$ cat config.mk
export PLATFORM = sky130hd
export DESIGN_NAME = brb_ctrl
export DESIGN_NICKNAME = d
export VERILOG_FILES = /design/src/hw/rtl/assert_macros.svh /design/src/hw/rtl/brb_pkg.sv /design/src/hw/rtl/brb_ctrl.sv
export SDC_FILE = /design/constraint.sdc
export NUM_CORES = 1
export LEC_CHECK = 0
export BUFFER_PORTS_ARGS = -buffer_cell sky130_fd_sc_hd__buf_2
export CORE_AREA = 4 4 41 43
export CTS_BUF_LIST = sky130_fd_sc_hd__clkbuf_4
export DETAILED_ROUTE_END_ITERATION = 10
export DIE_AREA = 0 0 45 47
export GPL_TIMING_DRIVEN = 0
export PLACE_DENSITY = 0.3
export SYNTH_ARGS = -nofsm -noshare
export SYNTH_HDL_FRONTEND = slang
export SYNTH_SLANG_ARGS = --single-unit
$ cat constraint.sdc
create_clock -name clk_i -period 1.7 [get_ports clk_i]
set_clock_uncertainty 0.15 [all_clocks]
set_input_delay 0 -clock clk_i [delete_from_list [all_inputs] [get_ports clk_i]]
set_output_delay 0 -clock clk_i [all_outputs]
set_load 0.05 [all_outputs]
$ cat src/hw/rtl/assert_macros.svh
// Concurrent assertion macros shared by the RTL.
`ifndef ASSERT_MACROS_SVH
`define ASSERT_MACROS_SVH

`ifndef NO_ASSERTIONS

// Property must hold at every rising clock edge out of reset.
`define BRB_ASSERT(lbl, clk, rst_n, prop) \
  lbl: assert property (@(posedge clk) disable iff (!(rst_n)) (prop)) \
    else $error("assertion failed");

// Expression must never be true out of reset.
`define BRB_NEVER(lbl, clk, rst_n, expr) \
  lbl: assert property (@(posedge clk) disable iff (!(rst_n)) !(expr)) \
    else $error("forbidden condition seen");

`else

`define BRB_ASSERT(lbl, clk, rst_n, prop)
`define BRB_NEVER(lbl, clk, rst_n, expr)

`endif

`endif

$ cat src/hw/rtl/brb_pkg.sv
// Types and constants of the byte ring buffer.
package brb_pkg;

  localparam int unsigned DEPTH      = 1024;
  localparam int unsigned MAX_BYTES  = 8;
  localparam int unsigned NUM_BANKS  = 8;
  localparam int unsigned BANK_W     = $clog2(NUM_BANKS);
  localparam int unsigned PTR_W      = $clog2(DEPTH);
  localparam int unsigned ROW_W      = PTR_W - BANK_W;
  localparam int unsigned BANK_DEPTH = DEPTH / NUM_BANKS;
  localparam int unsigned CMP_W      = PTR_W + 1;
  localparam int unsigned FILL_W     = 10;

  localparam logic OP_WRITE = 1'b0;
  localparam logic OP_READ  = 1'b1;

  localparam logic [1:0] ST_DONE       = 2'd0;
  localparam logic [1:0] ST_ZERO_WRITE = 2'd1;
  localparam logic [1:0] ST_REFUSED    = 2'd2;

  typedef struct packed {
    logic        opcode;
    logic [3:0]  byte_count;
    logic [63:0] write_bytes;
  } req_t;

  typedef struct packed {
    logic [1:0]        status;
    logic [3:0]        done_count;
    logic [63:0]       read_bytes;
    logic [FILL_W-1:0] fill_level;
  } rsp_t;

  typedef struct packed {
    logic load_req;
    logic exec;
    logic load_rsp;
  } cmd_t;

endpackage

$ cat src/hw/rtl/brb_ctrl.sv
// Sequencing controller and output handshake of the byte ring buffer.
module brb_ctrl (
  input  logic          clk_i,
  input  logic          rst_ni,
  input  logic          in_valid_i,
  output logic          in_stall_o,
  output logic          out_valid_o,
  input  logic          out_stall_i,
  output brb_pkg::cmd_t cmd_o
);

  typedef enum logic [1:0] {
    S_IDLE,
    S_EXEC,
    S_FINISH
  } state_e;

  state_e state_q, state_d;
  logic   out_valid_q, out_valid_d;
  logic   out_free;

  assign out_free = !out_valid_q || !out_stall_i;

  always_comb begin
    cmd_o.load_req = (state_q == S_IDLE) && in_valid_i;
    cmd_o.exec     = (state_q == S_EXEC);
    cmd_o.load_rsp = (state_q == S_FINISH) && out_free;
  end

  always_comb begin
    state_d     = state_q;
    out_valid_d = out_valid_q;
    if (out_valid_q && !out_stall_i) begin
      out_valid_d = 1'b0;
    end
    unique case (state_q)
      S_IDLE: begin
        if (in_valid_i) begin
          state_d = S_EXEC;
        end
      end
      S_EXEC: begin
        state_d = S_FINISH;
      end
      S_FINISH: begin
        // hold until the output register can take the transaction
        if (out_free) begin
          out_valid_d = 1'b1;
          state_d     = S_IDLE;
        end
      end
      default: begin
        state_d = S_IDLE;
      end
    endcase
  end

  always_ff @(posedge clk_i or negedge rst_ni) begin
    if (!rst_ni) begin
      state_q     <= S_IDLE;
      out_valid_q <= 1'b0;
    end else begin
      state_q     <= state_d;
      out_valid_q <= out_valid_d;
    end
  end

  assign in_stall_o  = (state_q != S_IDLE);
  assign out_valid_o = out_valid_q;

endmodule

==> summary.txt, run 1 <==
Status
  – Status: completed

Finish
  – Layout cells sized above 1: 43.3%
  – Post-route cell area: around 260 µm²
  – Final net count: 35
  – Post-Layout Cell Count: 45
  – Area growth from synthesis to layout: 97.2%
  – ANT cells: 0
  – Fin util: 20.1%

Clocking
  – Hold buffer count at CTS: 4
  – H-tree depth: 1
  – Setup bufs post-CTS: 0
  – Skew-Pair Late Insertion Delay: 0.23 ns
  – # resized after CTS: 0
  – Clk root buf: clkbuf_4
  – Num CTS Buffers: 3
  – Clock Tree Buf Depth: 2
  – Clock sink total: 3
  – CTS tree: done
  – Clock transition at path regs: 0.04 ns

Logic synthesis
  – Post-synth top area share: between 50 and 60%
  – Dominant cells by area after synthesis: dfrtp_1, buf_4, nand2_1
  – EDFF count, synth: 0
  – Yosys warns: 0
  – Avg Cell Area, Syn: 9.47 µm²
  – Synth Flop Type: dfrtp_1
  – Synth Instances: 14
  – Area leader, netlist: dfrtp_1
  – Sequential area share after synthesis: 56.6%
  – Most instantiated cells after synthesis: dfrtp_1, nand2_1, nor2_1
  – Post-synthesis cell type count: 10
  – Area of the mapped netlist: 133 µm²
  – Syn_nets: 18
  – #FFs+latches synth: 3
  – Ys async rst share: 100%
  – Cell with the most instances after synthesis: dfrtp_1

Setup path
  – Crit-path max FO: 3
  – Crit Path Category: flip-flop to primary output
  – Worst EP arrival: about 1.2 ns
  – CP startpoint kind: flip-flop
  – Endpoint class of the critical path: primary output
  – Critical Path RT: 1.55 ns

Pwr
  – Leak Pwr: around 0.14 nW
  – Peak supply drop: 0.731 mV
  – Internal Pwr Total: 259 µW
  – PD cells: 1870 nW/µm²
  – Sequential share of power: 22.2%
  – Total power: 488 µW
  – Switching fraction of total power: 47.0%
  – Switching pwr: 229 µW
  – Clock power share: 28.7%
  – Logic gate share of total power: 49.1%

Worst hold path
  – Hold crit path type: flip-flop to flip-flop

STA
  – Slew Viols, Final: 0
  – TNS Setup: 0 ns
  – Crit share post-route: between 80% and 90%
  – FMAX: 726 MHz
  – Setup ws final: between 0.3 and 0.4 ns
  – Slew @ Worst Pin: 0.251 ns
  – Post-route minimum period: 1.38 ns
  – Fin. Hold Viols: 0
  – Setup repair after global routing missed its margin: false
  – Endpoints failing setup: 0
  – Worst slew margin: 83.4%
  – Hold_ws: 0.365 ns

Die
  – IO Count: 9
  – Die area: 2120 µm²
  – Placement Rows: 13
  – Die W: 45 µm
  – Die H: ~47 µm
  – Starting density of the core: between 10 and 15%
  – Core footprint: 1300 µm²

Global routing
  – GRT Residual Overflow: 0
  – Initial antenna violation count: 0
  – Largest net degree at the start of global routing: 4
  – Number of global-route vias before repair: 154
  – First-pass GRT wire length: 579 µm
  – Total GRT Usage: 4.19%

Placement
  – Routability cong.: between 0.5 and 0.6
  – Port Buf Inserts: 8
  – DP Worst Slack: 0.566 ns
  – Area after DPL: between 150 and 200 µm²
  – Placed instance count: 37

Job
  – Max-cap viol count: 0

Routing
  – Post-Route WL: around 340 µm
  – Pre-antenna DRT Iters: 2
  – Iter 0 DRT Violations: 3
  – Routed vias: 142
  – Via density per instance: between 3 and 4
  – Final ANT Viol Nets: 0
  – WL/cell: 7.58 µm
  – DRC errors left: 0
[power groups by stage]
stage | clock network (mW) | registers (mW) | logic, mW
detailed placement | 0 | 0.109 | 0.234
finish | 0.140 | 0.108 | 0.240
global placement | 0 | 0.110 | 0.233
global route | 0.157 | 0.113 | 0.256
CTS | 0.149 | 0.108 | 0.241
floorplan | 0 | 0.143 | 0.150
[worst max-delay path, stage by stage, from the launching register on]
cell     delay, ns
dfrtp_1       0.38
or2_1         0.27
nor2_1        0.09
buf_2         0.26
[state kept, by name, summed over array words and instances (netlist names)]
register and count:
out_valid_o 1, state_q 2
[path summary, 6_finish.rpt]
path | cells past startpoint | start | end | slack [ns]
min in group asynchronous | 3 | rst_ni | out_valid_o | 0.50
worst min register to register | 2 | out_valid_o | out_valid_o | 0.36
worst min-delay path | 2 | out_valid_o | out_valid_o | 0.36
max in group asynchronous | 3 | rst_ni | state_q[0] | 0.75
worst max-delay path | 3 | state_q[1] | cmd_o[2] | 0.32
worst max register to register | 2 | state_q[1] | state_q[0] | 0.75
[cells by family after synthesis]
group                  Yosys count  share of synthesized area [%]
AND/OR/NAND/NOR                  7                           25.5
buffers and inverters            2                           8.49
flip-flops                       3                           56.6
AO/OA/AOI/OAI                    2                           9.43
[layer usage]
| layer | GRT usage, % | up-vias | share of wire, % |
|---|---|---|---|
| met5 | 0 | - | 0 |
| met4 | 1.75 | 0 | 0 |
| met3 | 4.98 | 0 | 20 |
| met2 | 3.67 | 9 | 31 |
| met1 | 5.48 | 58 | 49 |
| li1 | - | 75 | - |
[layout make-up]
type / count / area (µm²)
timing repair buffer: 12 / 80.1
buffer: 1 / 7.51
inverter: 1 / 3.75
sequential: 3 / 75.1
tap: 15 / 18.8
fill: 154 / 1040
clock buffer: 4 / 30.0
multi-input combinational: 9 / 46.3
[placed cells by master, fill, tap and decap left out]
cell type      n
nor2b_1        1
nor2_1         2
a21oi_1        1
nand2_1        2
buf_4          1
clkbuf_4       4
nand2b_1       1
o21bai_1       1
dlygate4sd3_1  4
inv_1          1
buf_2          8
or2_1          1
dfrtp_1        3
(Power assumes the default switching activity.)
==> run 2: changes to the inputs <==
--- a/config.mk
+++ b/config.mk
@@ -11,7 +11,7 @@
 export DETAILED_ROUTE_END_ITERATION = 10
 export DIE_AREA = 0 0 45 47
 export GPL_TIMING_DRIVEN = 0
-export PLACE_DENSITY = 0.3
+export PLACE_DENSITY = 0.31
 export SYNTH_ARGS = -nofsm -noshare
 export SYNTH_HDL_FRONTEND = slang
 export SYNTH_SLANG_ARGS = --single-unit
==> constraint.sdc (replaced) <==
create_clock -name clk_i -period 1.25 [get_ports clk_i]
set_clock_uncertainty 0.15 [all_clocks]
set_input_delay 0 -clock clk_i [delete_from_list [all_inputs] [get_ports clk_i]]
set_output_delay 0 -clock clk_i [all_outputs]
set_load 0.05 [all_outputs]
==> run 2 against run 1 <==
Compared with the run above:
- the run now ends with negative setup slack left
- routed wire length grew 4.7%
- sequential share of layout area decreased by 3.9 points
- cell count unchanged
- clock power is 35% higher
- utilization rose by 3.2 points
- via count down 2.8%
- die area is the same
- register-to-register slack lost 0.46 ns
- sequential power increased by 48%
- non-clock buffer count stayed put
- global-route usage grew 0.23 points
- clock-buffer cell count unchanged
- critical path type unchanged
- highest routed layer unchanged
==> summary.txt, run 2 (synthesized netlist as in run 1, its figures left out) <==
Setup path
  – Slowest CP cell: dfrtp_1
  – CP startpoint kind: flip-flop
  – Crit-path max FO: 3 (unchanged)
  – Worst R2R Setup Slack: 0.29 ns (-0.46 ns)
  – CP max stage delay: 0.39 ns (about the same)
  – Crit path depth: 3 (unchanged)
  – CP bufs+invs: 1 (unchanged)
  – Capturing point of the worst reg2reg path: state_q[1]
  – Worst Setup SP: state_q[1]
  – Worst EP arrival: 1.12 ns (-0.11 ns)
  – FF-to-FF Start: state_q[0]
  – FF-to-FF path depth: 2 (unchanged)
  – Crit-path leading delay family: flip-flops
  – Critical Path RT: 1.10 ns (-0.45 ns)
  – Crit Path Category: flip-flop to primary output
  – Crit-path cells: or2_4 -> nor2_4 -> buf_6
  – Endpoint class of the critical path: primary output

STA
  – FMAX: 785 MHz
  – Crit share post-route: 102%
  – Hold_ws: 0.408 ns (+0.0433 ns)
  – Slew Viols, Final: 0 (unchanged)
  – Setup repair after global routing missed its margin: true
  – Slew @ Worst Pin: 0.251 ns (-0.000956 ns)
  – Worst slew margin: 83.4% (about the same)
  – Setup ws final: -0.0245 ns (-0.348 ns)
  – Post-route minimum period: 1.27 ns
  – Fin. Hold Viols: 0 (unchanged)
  – Endpoints failing setup: 2 (+2)

Job
  – Max-cap viol count: 0 (unchanged)

Routing
  – Iter 0 DRT Violations: 1 (-2)
  – WL/cell: 7.93 µm (+4.7%)
  – Routed vias: 138 (-2.8%)
  – Post-Route WL: 357 µm (+4.7%)
  – DRC errors left: 0 (unchanged)
  – Final ANT Viol Nets: 0 (unchanged)
  – Pre-antenna DRT Iters: 2 (unchanged)
  – Via density per instance: 3.07 (-2.8%)

Finish
  – Fin util: 23.3% (+3.2 points)
  – Final net count: 35 (unchanged)
  – Largest register by flop count: state_q
  – Layout cells sized above 1: 56.7% (+13 points)
  – Post-route cell area: 303 µm² (+16%)
  – Max FFs per register: 2 (unchanged)
  – Most frequent cells in the layout: clkbuf_4, dlygate4sd3_1, buf_2, buf_4, dfrtp_1
  – ANT cells: 0 (unchanged)
  – Area growth from synthesis to layout: 128%

Die
  – Die area: 2120 µm² (unchanged)
  – Core footprint: 1300 µm² (unchanged)
  – Starting density of the core: 10.2% (unchanged)
  – Die H: 47 µm (unchanged)
  – Placement Rows: 13 (unchanged)
  – Die W: 45 µm (unchanged)
  – IO Count: 9 (unchanged)

Placement
  – DP Worst Slack: 0.101 ns (-0.465 ns)
  – Detailed placement HPWL: ~260 µm
  – Port Buf Inserts: 8 (unchanged)
  – Area after DPL: 213 µm² (+11%)
  – Routability cong.: 0.593 (+7.9%)

Pwr
  – PD cells: 2470 nW/µm² (+32%)
  – Peak supply drop: 0.826 mV (+13%)
  – Total power: 747 µW (+53%)
  – Leak Pwr: 0.149 nW (+4.6%)

Worst hold path
  – Hold Path End: state_q[0]
  – Worst Min Path Start: state_q[0]
  – Hold crit path type: flip-flop to flip-flop
  – Hold Path Depth: 2 (unchanged)

Clocking
  – Setup bufs post-CTS: 0 (unchanged)
  – Clock sink total: 3 (unchanged)
  – Skew-Pair Late Insertion Delay: 0.23 ns (about the same)
  – Num CTS Buffers: 3 (unchanged)
  – Clk root buf: clkbuf_4
  – CTS tree: done
  – H-tree depth: 1 (unchanged)
  – Clock Tree Buf Depth: 2 (unchanged)
  – Clock transition at path regs: 0.04 ns (about the same)

Global routing
  – Initial antenna violation count: 0 (unchanged)
  – GRT Residual Overflow: 0 (unchanged)
  – Largest net degree at the start of global routing: 4 (unchanged)
  – Number of global-route vias before repair: 174 (+13%)
  – Total GRT Usage: 4.42% (+0.23 points)
  – First-pass GRT wire length: 607 µm (+4.8%)

Status
  – Status: finished, violations left
  – Failing checks: negative setup slack
## run 2: worst reg2reg max path: stages (launching register included)
cell	delay, ns
dfrtp_1	0.37
nand2b_2	0.21
o21bai_1	0.15
## run 2: layout make-up
class	count	area, µm²
Timing Repair Buffer	12	97.6
Inverter	1	3.75
Tap cell	15	18.8
Clock buffer	4	30.0
Sequential cell	3	75.1
Multi-Input combinational cell	9	70.1
Fill cell	149	998
Buffer	1	7.51
## run 2: power by group
group | switching [mW] | internal (mW) | total [mW]
sequential | 0.0313 | 0.128 | 0.160
clock | 0.0479 | 0.141 | 0.189
combinational | 0.261 | 0.137 | 0.398
## run 2: stage by stage
step                TNS, ns  instances
detailed placement        0         37
CTS                 -0.0577         45
global route         -0.205         45
finish              -0.0262         45
floorplan                 0         14
global placement          0         37
## run 2: layer usage
metal  vias up  GRT usage, %  part of all wire, %
li1         73             -                    -
met1        57          3.86                   41
met2         8          6.21                   43
met3         0          1.92                   17
met4         0          7.02                    0
met5         -             0                    0
## run 2: worst max-delay path by stage
| stage | endpoint |
|---|---|
| after global placement | cmd_o[2] |
| final | cmd_o[2] |
| after CTS | cmd_o[0] |
| after detailed placement | cmd_o[2] |
| after floorplan | cmd_o[2] |
| after global routing | cmd_o[2] |
## run 2: timing repair
| action | CTS | global route |
|---|---|---|
| hold buffers | 4 | 0 |
| gates cloned | 0 | 0 |
| endpoints found under the setup margin | 4 | 4 |
| gates resized for setup | 5 | 3 |
| pin swaps | 2 | 0 |
| endpoints found under the hold margin | 6 | 0 |
==> run 3: changes to the inputs <==
==> config.mk (replaced) <==
export PLATFORM = sky130hd
export DESIGN_NAME = brb_ctrl
export DESIGN_NICKNAME = d
export VERILOG_FILES = /design/src/hw/rtl/assert_macros.svh /design/src/hw/rtl/brb_pkg.sv /design/src/hw/rtl/brb_ctrl.sv
export SDC_FILE = /design/constraint.sdc
export NUM_CORES = 1
export LEC_CHECK = 0
export CORE_AREA = 10 10 47 49
export CTS_BUF_LIST = sky130_fd_sc_hd__clkbuf_4
export DETAILED_ROUTE_END_ITERATION = 10
export DIE_AREA = 0 0 57 59
export DONT_BUFFER_PORTS = 1
export GPL_TIMING_DRIVEN = 0
export PLACE_DENSITY = 0.3
export SYNTH_ARGS = -nofsm -noshare
export SYNTH_HDL_FRONTEND = slang
export SYNTH_SLANG_ARGS = --single-unit
==> run 3 against run 2 <==
Compared with the run above:
- the flow still finishes with violations (negative setup slack)
- sequential power rose by 31%
- die area rose by 59%
- global-route usage fell by 1.5 points
- maximum frequency fell by 9.0%
- flip-flop and latch count did not move
- first-iteration DRC count rose to 3.0 times the previous value
- critical path depth fell by 1
- cell count fell by 16%
- utilization fell by 5.8 points
- non-clock buffer count fell by 8
- critical path type unchanged
==> summary.txt, run 3 (synthesized netlist as in run 1, its figures left out) <==
Global routing
  – First-pass GRT wire length: 634 µm (+4.4%)
  – Initial antenna violation count: 0 (unchanged)
  – Number of global-route vias before repair: 134 (-23%)
  – GRT Residual Overflow: 0 (unchanged)
  – Largest net degree at the start of global routing: 4 (unchanged)
  – Total GRT Usage: 2.94% (-1.5 points)

Finish
  – Most frequent cells in the layout: clkbuf_4, dlygate4sd3_1, nand2_1, dfrtp_1
  – Max FFs per register: 2 (unchanged)
  – Post-route cell area: 245 µm² (-19%)
  – Final net count: 27 (-23%)
  – FF+latch area: 76.3 µm² (+1.7%)
  – Post-Layout Cell Count: 38 (-16%)
  – Layout cells sized above 1: 40.9% (-16 points)
  – Area growth from synthesis to layout: 84.9%
  – Fin util: 17.5% (-5.8 points)
  – Footprint of the multi-input gates: 67.6 µm² (-3.6%)
  – Fillers: 165 (+11%)
  – ANT cells: 0 (unchanged)
  – Largest register by flop count: state_q

Placement
  – Placed instance count: 30 (-19%)
  – Routability cong.: 0.564 (-4.9%)
  – Area after DPL: 174 µm² (-18%)
  – Port Buf Inserts: 0 (-8)

Routing
  – WL/cell: 10.2 µm (+29%)
  – Iter 0 DRT Violations: 3 (+2)
  – DRC errors left: 0 (unchanged)
  – Pre-antenna DRT Iters: 2 (unchanged)
  – Post-Route WL: 388 µm (+8.7%)
  – Routed vias: 115 (-17%)
  – Final ANT Viol Nets: 0 (unchanged)
  – Via density per instance: 3.03 (-1.3%)

Pwr
  – Switching pwr: 332 µW (-2.6%)
  – Clock power share: 29.3% (+4.0 points)
  – Internal Pwr Total: 341 µW (-16%)
  – Total power: 672 µW (-10%)
  – Peak supply drop: 0.593 mV (-28%)
  – PD cells: 2740 nW/µm² (+11%)
  – Switching fraction of total power: 49.4% (+3.7 points)
  – Sequential share of power: 31.2% (+9.8 points)
  – Logic gate share of total power: 39.5% (-14 points)
  – Leak Pwr: 0.108 nW (-27%)

Setup path
  – Crit-path max FO: 3 (unchanged)
  – Endpoint class of the critical path: primary output
  – CP startpoint kind: flip-flop
  – Critical Path RT: 1.10 ns (about the same)
  – Crit Path Category: flip-flop to primary output
  – FF-to-FF path depth: 2 (unchanged)
  – Worst EP arrival: 1.25 ns (+0.13 ns)

Job
  – Max-cap viol count: 0 (unchanged)

Clocking
  – CTS tree: done
  – Clock Tree Buf Depth: 2 (unchanged)
  – Skew-Pair Late Insertion Delay: 0.23 ns (about the same)
  – H-tree depth: 1 (unchanged)
  – Clock sink total: 3 (unchanged)
  – Num CTS Buffers: 3 (unchanged)
  – Clk root buf: clkbuf_4
  – Clock transition at path regs: 0.04 ns (about the same)

Status
  – Failing checks: negative setup slack
  – Status: finished, violations left

STA
  – Setup repair after global routing missed its margin: true
  – FMAX: 714 MHz (-9.0%)
  – Crit share post-route: 112% (+10 points)
  – Slew @ Worst Pin: 0.387 ns (+0.137 ns)
  – Setup ws final: -0.151 ns (-0.126 ns)
  – Endpoints failing setup: 2 (unchanged)
  – Slew Viols, Final: 0 (unchanged)
  – Fin. Hold Viols: 0 (unchanged)
  – Worst slew margin: 74.1% (-9.3 points)
  – TNS Setup: -0.217 ns (-0.190 ns)
  – Post-route minimum period: 1.40 ns (+0.126 ns)

Die
  – IO Count: 9 (unchanged)
  – Core footprint: 1400 µm² (+7.7%)
  – Die H: 59 µm (+26%)
  – Die W: 57 µm (+27%)
  – Die area: 3360 µm² (+59%)
  – Starting density of the core: 9.46% (-0.73 points)
  – Placement Rows: 14 (+1)

Worst hold path
  – Hold crit path type: primary input to flip-flop
  – Hold Path Depth: 3 (+1)
[run 3: power by group through the flow]
stage,logic (mW),clock network [mW],registers [mW]
CTS,0.268,0.210,0.211
global route,0.281,0.221,0.218
floorplan,0.239,0,0.203
finish,0.265,0.197,0.210
detailed placement,0.255,0,0.210
global placement,0.254,0,0.208
[run 3: path summary, 6_finish.rpt]
path	endpoint	slack (ns)	from
max	cmd_o[2]	-0.15	state_q[0]
min reg2reg	out_valid_o	0.47	state_q[1]
min	state_q[0]	0.35	in_valid_i
max reg2reg	state_q[0]	0.21	state_q[0]
min in group asynchronous	state_q[1]	0.41	rst_ni
max in group asynchronous	out_valid_o	0.37	rst_ni
[run 3: through the flow]
| stage | hold slack (ns) | setup WS [ns] |
|---|---|---|
| 2_1_floorplan | -0.446 | 0.0881 |
| 6_report | 0.349 | -0.151 |
| 3_5_place_dp | -0.445 | 0.0391 |
| 3_3_place_gp | -0.445 | 0.0430 |
| 4_1_cts | 0.341 | -0.166 |
| 5_1_grt | 0.367 | -0.208 |
[run 3: timing repair]
action,CTS,global route
pin swaps,3,0
buffers inserted,0,0
gates resized for setup,1,0
setup endpoints to repair,2,2
hold endpoints to repair,7,0
hold buffers,4,0
[run 3: critical path, stage by stage (launching register included)]
cell and delay, ns:
dfrtp_1 0.37, or2_4 0.34, nor2_4 0.30
[run 3: area by class of cell]
class / instances / share of cell area (%)
inverter: 1 / 1.53
tap: 16 / 8.16
clock buffer: 4 / 12.2
timing repair buffer: 4 / 16.3
multi-input combinational: 9 / 27.6
sequential: 3 / 31.1
buffer: 1 / 3.06
[run 3: metal layers]
layer / vias up / track usage [%] / wire length [µm]
met5: - / 0 / 0
met4: 0 / 4.03 / 0
met3: 0 / 4.29 / 75
met2: 9 / 1.86 / 99
met1: 47 / 2.86 / 213
li1: 59 / - / -
